===== src/hw/rtl/dtam_pkg.sv =====
`timescale 1ns / 1ps
`default_nettype none

package dtam_pkg;

	localparam int YEAR_W   = 12;
	localparam int MONTH_W  = 4;
	localparam int DAY_W    = 5;
	localparam int HOUR_W   = 5;
	localparam int MINUTE_W = 6;
	localparam int ADD_W    = 16;

	// running hour holds start_hour plus up to 1093 carried hours
	localparam int HOUR_ACC_W = 11;
	localparam int SUM_W      = ADD_W + 1;
	localparam int PROD_W     = 2 * SUM_W;
	localparam int RECIP_SHIFT = 22;

	localparam logic [SUM_W-1:0]      MIN_PER_HOUR = 17'd60;
	localparam logic [HOUR_ACC_W-1:0] HOUR_PER_DAY = 11'd24;
	localparam logic [MONTH_W-1:0]    MONTH_JAN    = 4'd1;
	localparam logic [MONTH_W-1:0]    MONTH_DEC    = 4'd12;
	localparam logic [DAY_W-1:0]      DAY_FIRST    = 5'd1;
	localparam logic [DAY_W-1:0]      DAY_LAST_DEC = 5'd31;
	// floor(2^22 / 60); the quotient it gives is exact or one low
	localparam logic [SUM_W-1:0]      RECIP_60     = 17'd69905;

	localparam logic [YEAR_W-1:0] MIN_YEAR_RST = 12'd1980;
	localparam logic [YEAR_W-1:0] MAX_YEAR_RST = 12'd2099;

	localparam logic CFG_MIN_YEAR = 1'b0;
	localparam logic CFG_MAX_YEAR = 1'b1;

	localparam logic [DAY_W-1:0] MONTH_LEN [12] = '{
		5'd31, 5'd28, 5'd31, 5'd30, 5'd31, 5'd30,
		5'd31, 5'd31, 5'd30, 5'd31, 5'd30, 5'd31
	};
	localparam logic [DAY_W-1:0] MONTH_LEN_LEAP [12] = '{
		5'd31, 5'd29, 5'd31, 5'd30, 5'd31, 5'd30,
		5'd31, 5'd31, 5'd30, 5'd31, 5'd30, 5'd31
	};

	typedef struct packed {
		logic [YEAR_W-1:0]   start_year;
		logic [MONTH_W-1:0]  start_month;
		logic [DAY_W-1:0]    start_day;
		logic [HOUR_W-1:0]   start_hour;
		logic [MINUTE_W-1:0] start_minute;
		logic [ADD_W-1:0]    add_minutes;
	} in_t;

	typedef struct packed {
		logic [YEAR_W-1:0]   end_year;
		logic [MONTH_W-1:0]  end_month;
		logic [DAY_W-1:0]    end_day;
		logic [HOUR_W-1:0]   end_hour;
		logic [MINUTE_W-1:0] end_minute;
		logic                bad_month;
	} out_t;

	typedef struct packed {
		logic load;
		logic mul;
		logic fix;
		logic step;
		logic emit;
	} cmd_t;

	typedef struct packed {
		logic more_days;
	} status_t;

	typedef enum logic [1:0] {
		ST_IDLE,
		ST_MUL,
		ST_FIX,
		ST_DAYS
	} state_t;

	function automatic logic is_leap(input logic [YEAR_W-1:0] y);
		logic div100;
		logic div400;
		div100 = 1'b0;
		div400 = 1'b0;
		for (int k = 0; k <= 40; k++) begin
			if (y == YEAR_W'(k * 100))
				div100 = 1'b1;
		end
		for (int k = 0; k <= 10; k++) begin
			if (y == YEAR_W'(k * 400))
				div400 = 1'b1;
		end
		return ((y[1:0] == 2'b00) && !div100) || div400;
	endfunction

	// month must be 1..12
	function automatic logic [DAY_W-1:0] month_len(input logic leap,
			input logic [MONTH_W-1:0] month);
		logic [MONTH_W-1:0] idx;
		idx = month - MONTH_JAN;
		return leap ? MONTH_LEN_LEAP[idx] : MONTH_LEN[idx];
	endfunction

endpackage

`default_nettype wire


===== src/hw/rtl/dtam_ctrl.sv =====
`timescale 1ns / 1ps
`default_nettype none

module dtam_ctrl (
	input  wire              clk,
	input  wire              arst_n,
	input  wire              in_valid,
	output logic             in_ready,
	output logic             out_valid,
	input  wire              out_ready,
	input  dtam_pkg::status_t status,
	output dtam_pkg::cmd_t   cmd
);
	import dtam_pkg::*;

	state_t state_q, state_nxt;
	logic   out_valid_q;

	always_ff @(posedge clk or negedge arst_n) begin
		if (!arst_n) begin
			state_q     <= ST_IDLE;
			out_valid_q <= 1'b0;
		end else begin
			state_q <= state_nxt;
			if (cmd.emit)
				out_valid_q <= 1'b1;
			else if (out_ready)
				out_valid_q <= 1'b0;
		end
	end

	always_comb begin
		state_nxt = state_q;
		cmd       = '0;
		in_ready  = 1'b0;
		unique case (state_q)
			ST_IDLE: begin
				in_ready = 1'b1;
				if (in_valid) begin
					cmd.load  = 1'b1;
					state_nxt = ST_MUL;
				end
			end
			ST_MUL: begin
				cmd.mul   = 1'b1;
				state_nxt = ST_FIX;
			end
			ST_FIX: begin
				cmd.fix   = 1'b1;
				state_nxt = ST_DAYS;
			end
			ST_DAYS: begin
				if (status.more_days) begin
					cmd.step = 1'b1;
				end else if (!out_valid_q || out_ready) begin
					// output register is free or transfers this cycle
					cmd.emit  = 1'b1;
					state_nxt = ST_IDLE;
				end
			end
			default: state_nxt = ST_IDLE;
		endcase
	end

	assign out_valid = out_valid_q;

	a_emit_no_overwrite: assert property (@(posedge clk) disable iff (!arst_n)
		cmd.emit |-> (!out_valid_q || out_ready))
		else $error("result overwritten before transfer");

	a_one_in_flight: assert property (@(posedge clk) disable iff (!arst_n)
		cmd.load |=> !in_ready)
		else $error("second item taken while one is in flight");

	a_emit_sets_valid: assert property (@(posedge clk) disable iff (!arst_n)
		cmd.emit |=> out_valid)
		else $error("emitted result not presented");

	a_step_only_days: assert property (@(posedge clk) disable iff (!arst_n)
		cmd.step |-> (state_q == ST_DAYS) && !cmd.emit)
		else $error("day step outside day loop");

endmodule

`default_nettype wire


===== src/hw/rtl/dtam_dp.sv =====
`timescale 1ns / 1ps
`default_nettype none

module dtam_dp (
	input  wire                clk,
	input  wire                arst_n,
	input  dtam_pkg::in_t      in_data,
	input  wire                cfg_we,
	input  wire                cfg_idx,
	input  wire [11:0]         cfg_data,
	input  dtam_pkg::cmd_t     cmd,
	output dtam_pkg::status_t  status,
	output dtam_pkg::out_t     out_data
);
	import dtam_pkg::*;

	logic [YEAR_W-1:0]     min_year_q, max_year_q;
	logic [YEAR_W-1:0]     year_q;
	logic [MONTH_W-1:0]    month_q;
	logic [DAY_W-1:0]      day_q;
	logic [HOUR_ACC_W-1:0] hour_q;
	logic [MINUTE_W-1:0]   minute_q;
	logic [SUM_W-1:0]      sum_q;
	logic [PROD_W-1:0]     prod_q;
	logic                  bad_q;
	out_t                  out_q;

	logic                  no_carry;
	logic [HOUR_ACC_W-1:0] q0, q_fix;
	logic [SUM_W-1:0]      r0, r_fix, q0_x60;

	logic                  month_ok, leap;
	logic [DAY_W-1:0]      len;
	logic [YEAR_W:0]       year_wide;
	logic [YEAR_W-1:0]     year_nxt;
	logic [MONTH_W-1:0]    month_nxt;
	logic [DAY_W-1:0]      day_nxt;

	always_ff @(posedge clk or negedge arst_n) begin
		if (!arst_n) begin
			min_year_q <= MIN_YEAR_RST;
			max_year_q <= MAX_YEAR_RST;
		end else if (cfg_we) begin
			if (cfg_idx == CFG_MIN_YEAR)
				min_year_q <= cfg_data;
			else if (cfg_idx == CFG_MAX_YEAR)
				max_year_q <= cfg_data;
		end
	end

	assign no_carry = sum_q < MIN_PER_HOUR;

	// quotient estimate from the reciprocal product, then one correction
	assign q0     = prod_q[RECIP_SHIFT +: HOUR_ACC_W];
	assign q0_x60 = {q0, 6'b0} - {4'b0, q0, 2'b0};
	assign r0     = sum_q - q0_x60;
	always_comb begin
		if (r0 >= MIN_PER_HOUR) begin
			q_fix = q0 + HOUR_ACC_W'(1);
			r_fix = r0 - MIN_PER_HOUR;
		end else begin
			q_fix = q0;
			r_fix = r0;
		end
	end

	assign month_ok = (month_q >= MONTH_JAN) && (month_q <= MONTH_DEC);
	assign leap     = is_leap(year_q);
	assign len      = month_ok ? month_len(leap, month_q) : DAY_FIRST;

	always_comb begin
		year_wide = {1'b0, year_q};
		month_nxt = month_q;
		day_nxt   = day_q;
		priority if (month_q == MONTH_DEC && day_q == DAY_LAST_DEC) begin
			day_nxt   = DAY_FIRST;
			month_nxt = MONTH_JAN;
			year_wide = {1'b0, year_q} + (YEAR_W+1)'(1);
		end else if (day_q == len) begin
			day_nxt   = DAY_FIRST;
			month_nxt = month_q + MONTH_W'(1);
		end else begin
			day_nxt = day_q + DAY_W'(1);
		end
		if (year_wide > {1'b0, max_year_q})
			year_nxt = min_year_q;
		else
			year_nxt = year_wide[YEAR_W-1:0];
	end

	always_ff @(posedge clk) begin
		if (cmd.load) begin
			year_q   <= in_data.start_year;
			month_q  <= in_data.start_month;
			day_q    <= in_data.start_day;
			hour_q   <= HOUR_ACC_W'(in_data.start_hour);
			sum_q    <= SUM_W'(in_data.start_minute) + SUM_W'(in_data.add_minutes);
			bad_q    <= 1'b0;
		end
		if (cmd.mul)
			prod_q <= PROD_W'(sum_q) * PROD_W'(RECIP_60);
		if (cmd.fix) begin
			if (no_carry) begin
				minute_q <= sum_q[MINUTE_W-1:0];
			end else begin
				minute_q <= r_fix[MINUTE_W-1:0];
				hour_q   <= hour_q + q_fix;
			end
		end
		if (cmd.step) begin
			hour_q <= hour_q - HOUR_PER_DAY;
			if (month_ok) begin
				year_q  <= year_nxt;
				month_q <= month_nxt;
				day_q   <= day_nxt;
			end else begin
				bad_q <= 1'b1;
			end
		end
		if (cmd.emit) begin
			out_q.end_year   <= year_q;
			out_q.end_month  <= month_q;
			out_q.end_day    <= day_q;
			out_q.end_hour   <= hour_q[HOUR_W-1:0];
			out_q.end_minute <= minute_q;
			out_q.bad_month  <= bad_q;
		end
	end

	assign status.more_days = !no_carry && (hour_q >= HOUR_PER_DAY);
	assign out_data         = out_q;

	a_step_needs_day: assert property (@(posedge clk) disable iff (!arst_n)
		cmd.step |-> !no_carry && (hour_q >= HOUR_PER_DAY))
		else $error("day advanced without a full day pending");

	a_hour_reduced: assert property (@(posedge clk) disable iff (!arst_n)
		(cmd.emit && !no_carry) |-> (hour_q < HOUR_PER_DAY))
		else $error("hour not reduced below a day at emit");

	a_minute_range: assert property (@(posedge clk) disable iff (!arst_n)
		cmd.emit |-> (SUM_W'(minute_q) < MIN_PER_HOUR))
		else $error("minute out of range at emit");

endmodule

`default_nettype wire


===== src/hw/rtl/date_time_add_minutes_core.sv =====
// Adds a minute count to a calendar date and time.
// Input channel in_valid/in_ready carries in_data (start date, time and
// add_minutes); output channel out_valid/out_ready carries out_data (end
// date, time and bad_month). One item is worked at a time.
// The day loop advances the date (for a month in 1..12) by one day per cycle,
// D days in all, where D = (start_hour + (start_minute + add_minutes) / 60) / 24
// when the minutes carry into hours, else 0 (D is at most 46). A new item can
// be taken in the cycle after the result enters the output register.
// The output register holds the result until transferred; a stalled
// receiver only delays the next result, which waits in the day loop state.
// Configuration: cfg_we writes cfg_data to min_year (index 0) or max_year
// (index 1); write only while idle.
// Reset (arst_n low) empties the block and sets min_year 1980, max_year 2099.
`timescale 1ns / 1ps
`default_nettype none

module date_time_add_minutes_core (
	input  wire             clk,
	input  wire             arst_n,
	input  wire             in_valid,
	output logic            in_ready,
	input  dtam_pkg::in_t   in_data,
	output logic            out_valid,
	input  wire             out_ready,
	output dtam_pkg::out_t  out_data,
	input  wire             cfg_we,
	input  wire             cfg_idx,
	input  wire [11:0]      cfg_data
);
	import dtam_pkg::*;

	cmd_t    cmd;
	status_t status;

	dtam_ctrl u_ctrl (
		.clk       (clk),
		.arst_n    (arst_n),
		.in_valid  (in_valid),
		.in_ready  (in_ready),
		.out_valid (out_valid),
		.out_ready (out_ready),
		.status    (status),
		.cmd       (cmd)
	);

	dtam_dp u_dp (
		.clk      (clk),
		.arst_n   (arst_n),
		.in_data  (in_data),
		.cfg_we   (cfg_we),
		.cfg_idx  (cfg_idx),
		.cfg_data (cfg_data),
		.cmd      (cmd),
		.status   (status),
		.out_data (out_data)
	);

endmodule

`default_nettype wire

===== config.mk =====
export PLATFORM = sky130hd
export DESIGN_NAME = date_time_add_minutes_core
export DESIGN_NICKNAME = d
export VERILOG_FILES = /design/src/hw/rtl/dtam_pkg.sv /design/src/hw/rtl/dtam_ctrl.sv /design/src/hw/rtl/dtam_dp.sv /design/src/hw/rtl/date_time_add_minutes_core.sv
export SDC_FILE = /design/constraint.sdc
export NUM_CORES = 1
export LEC_CHECK = 0
export BUFFER_PORTS_ARGS = -buffer_cell sky130_fd_sc_hd__buf_4
export CAP_MARGIN = 20
export CORE_MARGIN = 2
export CORE_UTILIZATION = 55
export DETAILED_ROUTE_END_ITERATION = 6
export GPL_TIMING_DRIVEN = 0
export PLACE_DENSITY_LB_ADDON = 0.15
export SETUP_SLACK_MARGIN = 0.2
export SYNTH_ARGS = -nofsm -noshare
export SYNTH_HDL_FRONTEND = slang
export SYNTH_SLANG_ARGS = --single-unit
export TNS_END_PERCENT = 20

===== constraint.sdc =====
create_clock -name clk -period 6.1 [get_ports clk]
set_clock_uncertainty 0.2 [all_clocks]
set_input_delay 1.22 -clock clk [delete_from_list [all_inputs] [get_ports clk]]
set_output_delay 1.22 -clock clk [all_outputs]
set_load 0.05 [all_outputs]

* Word level (Yosys, flattened, before mapping)
Memories as Yosys holds them, arrays and structs flattened. Index checks and enable logic that the tools add are counted. Widths: inputs -> output; s select.
Operators by class: add/subtract/negate cells 11, multiply operators 1, $lt $le $gt $ge 7, equal/unequal tests 50, muxes and demuxes 97, bitwise gates (word level) 2, reduce and logical (&&, ||, !) cells 16
Operators by type and width (count):
- $eq 12x12->1 const B | 20
- $eq 12x11->1 const B | 10
- $mux 1 | 64
- $eq 12x10->1 const B | 5
- $mux 11 | 5
- $mux 5 | 11
- $mux 12 | 4
- $eq 12x9->1 const B | 3
- $mul 17x17->33 const B | 1
- $mux 4 | 5
- $add 6x16->17 | 1
- $ge 17x6->1 const B | 1
- $lt 17x6->1 const B | 1
- $sub 17x13->17 | 1
- $sub 17x17->17 | 1
- $add 12x1->13 const B | 1
- $gt 13x12->1 | 1
- $mux 13 | 1
- $eq 12x7->1 const B | 1
- $eq 12x8->1 const B | 1
- $logic_not 12->1 | 1
- $mux 6 | 2
- $add 11x1->11 const B | 1
- $add 11x11->11 | 1
- 28 further kinds | 41
Storage, ports and cells: bits in registers 149, ROM bits 160, output and inout port bits 35, memories kept 2
Memory list:
- (no name shown) | words 16, bits a word 5, read ports 1, clocked after memory_dff 0, wr ports 0, RTL line dtam_pkg.sv:101 | return leap ? MONTH_LEN_LEAP[idx] : MONTH_LEN[idx];
- (no name shown) | words 16, bits a word 5, read ports 1, clocked after memory_dff 0, wr ports 0, RTL line dtam_pkg.sv:101

* Logic depth before layout (Yosys ltp)
depth after elaboration 52, gate-level depth with buffers 25, gate-level depth less buffers 24

* Modules after synthesis
Synthesis repeated with hierarchy kept, for this count alone.
Unflattened totals: cell total of the unflattened synthesis 1121, area total of the unflattened synthesis 10831.6 sq um
Modules (own cells, without submodules):
- dtam_dp | instances 1, cells an instance 1100, area an instance 10613.9 sq um
- dtam_ctrl | instances 1, cells an instance 21, area an instance 217.7 sq um

* Worst setup path before layout
No wires, ideal clock.
kind flip-flop to flip-flop, start point reg u_dp.prod_q[28], end point reg u_dp.hour_q[10], setup time 0.124 ns, arrival 4.898 ns, data required time 5.776 ns, setup slack 0.878 ns, stages on the path, launching flop included 26, buffers on the path 1, period minus slack after synthesis 5.222 ns, path through edfxtp_1 > inv_1 > fa_1 > inv_1 > ha_1 > nor2b_1 > a221o_1 > a2111oi_0 > nand3b_1 > a31oi_1 > nand4_1 > nor4_4 > buf_6 > xnor2_1 > ha_1 > inv_1 > fa_1 > nor2b_1 > o21ai_0 > a21boi_0 > o21ai_0 > nand2b_1 > a311o_1 > o211ai_1 > nor4_1 > o31ai_1
Between the ends: word-level cells in the longest chain between the ends 8, elaborated cells on any way between the ends 9, classes of those cells add/sub: 4; order compare: 1; mux: 4
RTL lines:
- from (decl) | RTL line dtam_dp.sv:24 | logic [PROD_W-1:0] prod_q;
- from (signal assigned) | RTL line dtam_dp.sv:101 | prod_q <= PROD_W'(sum_q) * PROD_W'(RECIP_60);
- $sub 17x13->17 | RTL line dtam_dp.sv:55 | assign q0_x60 = {q0, 6'b0} - {4'b0, q0, 2'b0};
- $sub 17x17->17 | RTL line dtam_dp.sv:56 | assign r0 = sum_q - q0_x60;
- $ge 17x6->1 | RTL line dtam_dp.sv:58 | if (r0 >= MIN_PER_HOUR) begin
- $mux 11 * | RTL line dtam_dp.sv:58
- $add 11x11->11 * | RTL line dtam_dp.sv:107 | hour_q <= hour_q + q_fix;
- $mux 11 * | RTL line dtam_dp.sv:103 | if (no_carry) begin
- $mux 11 * | RTL line dtam_dp.sv:102 | if (cmd.fix) begin
- $mux 11 * | RTL line dtam_dp.sv:110 | if (cmd.step) begin
- to (signal assigned) | RTL line dtam_dp.sv:96 | hour_q <= HOUR_ACC_W'(in_data.start_hour);
- to (signal assigned) | RTL line dtam_dp.sv:107
- to (signal assigned) | RTL line dtam_dp.sv:111 | hour_q <= hour_q - HOUR_PER_DAY;
- to (decl) | RTL line dtam_dp.sv:21 | logic [HOUR_ACC_W-1:0] hour_q;
Mark *: on every way between the ends. The rest lies on a longest branch, timed or not. A chain may end at the register's enable or synchronous reset.

* Worst setup path in the final report
start point reg u_dp.prod_q[24], end point reg u_dp.hour_q[10]
The elaborated chain is that of the path after synthesis.

==> flow_metrics.tcl <==
set metrics [dict create \
    cts_buffers 17 \
    synth_cell_type_count 80 \
    antenna_found_initial 0 \
    start_kind "flip-flop" \
    wl_met2_mm 11.62 \
    final_area_um2 12610 \
    num_rows 51 \
    cts_hold_repair.buffers 0 \
    core-area_um2 19270 \
    grt_overflow 0 \
    root_buffer "clkbuf_16" \
    synth_top_area_share 0.2073 \
    status "finished clean" \
    routed_via_density 5.659 \
    hpwlAfterDp_mm 19.25 \
    synth_edf_count 74 \
    ys_seq_area_frac 0.3203 \
    rsz0062_at_grt "yes" \
    synth_most_common_cell "ha_1" \
    grt_pass1_vias 8039 \
    finalSetupTns_ns 0 \
    drc_errors 0 \
    worstSetupPathType "flip-flop to flip-flop" \
    cts_max_level 4 \
    slew_headroom 0.4632 \
    synth_area_leaders "edfxtp_1 (21%), ha_1 (18%), inv_1 (4.9%)" \
    clockBufferDepth 2 \
    io_buffers 100 \
    netlist_instances 1118 \
    avgSynthCellArea_um2 9.590 \
    path_max_fanout 10 \
    start_util 0.5564 \
    io_pins 101 \
    fill_cells 1644 \
    drive_gt1_frac 0.1824 \
    vias 8636 \
    place_area_um2 11810 \
    drtIter0Drc 372 \
    postRouteAntennaNets 0 \
    cp.arrival_ns 5.87 \
    finalNetCount 1494 \
    fin_crit_ns 5.764 \
    min_path_type "flip-flop to flip-flop" \
    die_x_um 143.6 \
    finalHoldViolations 0 \
    grt_max_degree 35 \
    max_freq_ghz 0.1735 \
    fin_ws_ns 0.3365 \
    place.gp.congestion 0.9216 \
    cp-end-kind "flip-flop" \
    leakagePower_nw 5.823 \
    post-place-ws_ns -0.1291 \
    antenna_cells 0 \
    routed-wl-met3_mm 1.373 \
    wire_per_inst_um 16.32 \
    clk_pin_slew_ns 0.06 \
    crit_slowest_cell "fa_1" \
    setup_violations 0 \
    yosys-top-cells-count "ha_1 (156), inv_1 (141), nand2_1 (82)" \
    cp_slowest_stage_delay_ns 0.55 \
    drv_slew 0 \
    yosysTopAreaCell "edfxtp_1" \
    highest_layer "met4" \
    grt_util_all_layers 0.2459 \
    ys_ff_latch 127 \
    clock_latency_ns 0.43 \
    period_share 0.9448 \
    dr.pass1.iters 5 \
    ys.flop_type "edfxtp_1" \
    p_total_mw 7.922 \
    area_growth_pct 17.60 \
    chipHeight_um 143.6 \
    async_flop_share 0.2126 \
    powerDensity_nw_per_um2 628.3 \
    die_area_um2 20630 \
    maxCapViolCount 0 \
    tightest_slew_ns 0.8052 \
    syn_area_um2 10720 \
    whs_ns 0.2087 \
    grt_pass1_wl_mm 39.76 \
    yosysWarnings 0 \
    wl_mm 24.91 \
    synthesis.nets 1364 \
    crit_required_ns 6.21 \
    cts_tree "built" \
    vdd_drop_max_mv 0.7185 \
    wl_met1_mm 11.53 \
    cts.sinks 127 \
]
==> per-layer routing <==
metal | vias to the layer above | track usage
li1 | 4291 | -
met1 | 4083 | 0.3402
met2 | 233 | 0.3972
met3 | 29 | 0.03799
met4 | 0 | 0.07843
met5 | - | 0
==> where the power goes <==
group / leakage (nW) / internal [mW] / switching (mW) / total, mW
clock: 0.292 / 0.602 / 0.415 / 1.02
sequential: 1.21 / 1.31 / 0.283 / 1.59
combinational: 4.32 / 2.32 / 2.99 / 5.31
total: 5.82 / 4.23 / 3.69 / 7.92
==> flip-flops by register name, indices dropped and copies added, names as in the netlist, 2 cells and up <==
register         cells
u_dp.day_q           5
u_dp.sum_q          17
u_dp.min_year_q     12
u_dp.year_q         12
u_ctrl.state_q       2
u_dp.minute_q        6
u_dp.max_year_q     12
u_dp.prod_q         11
u_dp.out_data       33
u_dp.month_q         4
u_dp.hour_q         11
==> kinds of logic after synthesis <==
family | share of synthesized area
AO/OA/AOI/OAI | 0.1474
XOR/XNOR | 0.05065
adder cells (fa/ha/maj) | 0.2269
buffers and inverters | 0.06418
flip-flops | 0.3203
multiplexers | 0.04026
AND/OR/NAND/NOR | 0.1503
==> worst max-delay path: cells and delay by family, from the launching register on <==
kind	cells	cell delay (ns)
buffers and inverters	4	0.44
flip-flops	1	0.45
AND/OR/NAND/NOR	7	1.36
AO/OA/AOI/OAI	9	1.65
XOR/XNOR	1	0.13
adder cells (fa/ha/maj)	4	1.42
==> stage by stage <==
step | std cells | utilization
after floorplan | 1118 | -
after global placement | 1483 | 0.6125
after detailed placement | 1483 | 0.6126
after CTS | 1523 | 0.6476
after global routing | 1526 | 0.6543
final | 1526 | 0.6543
==> placed cells by master, fill, tap and decap left out, drive strengths merged, types with 17 or more instances in the layout <==
master / n
a21o: 26
a21oi: 47
and3: 17
buf: 128
clkbuf: 35
dfxtp: 26
edfxtp: 74
fa: 24
ha: 156
inv: 150
mux2: 25
nand2: 82
nand3: 23
nor2: 53
nor2b: 18
nor3: 20
o21ai: 59
xnor2: 46
==> path summary, 6_finish.rpt <==
path	startpoint	end	slack, ns	depth (start not counted)
worst min register to register	u_dp.minute_q[2]$_DFFE_PP_	u_dp.out_data[3]$_DFFE_PP_	0.21	0
max in group asynchronous	arst_n	u_dp.min_year_q[2]$_DFFE_PN1P_	4.88	1
worst max-delay path	u_dp.prod_q[24]$_DFFE_PN_	u_dp.hour_q[10]$_DFF_P_	0.34	25
min in group asynchronous	arst_n	u_dp.max_year_q[7]$_DFFE_PN0P_	0.51	1
worst min-delay path	u_dp.minute_q[2]$_DFFE_PP_	u_dp.out_data[3]$_DFFE_PP_	0.21	0
worst max register to register	u_dp.prod_q[24]$_DFFE_PN_	u_dp.hour_q[10]$_DFF_P_	0.34	25
==> area by class of cell <==
type,instances,area [µm²],share of cell area
multi-input cells,817,6731,0.5339
flip-flops and latches,127,3435,0.2724
repair buffers,111,833.3,0.06609
inverters,141,529.3,0.04198
clock buffers,19,464.2,0.03682
well taps,265,331.6,0.02630
plain buffers,33,163.9,0.01300
clock inverters,13,120.1,0.009527
==> timing repair <==
| item | in CTS | in global routing |
|---|---|---|
| gates resized for setup | 6 | 22 |
| setup buffers | 8 | 3 |
| pin swaps | 5 | 8 |
| endpoints found under the setup margin | 3 | 4 |
Power figures use the tool's default switching activity.
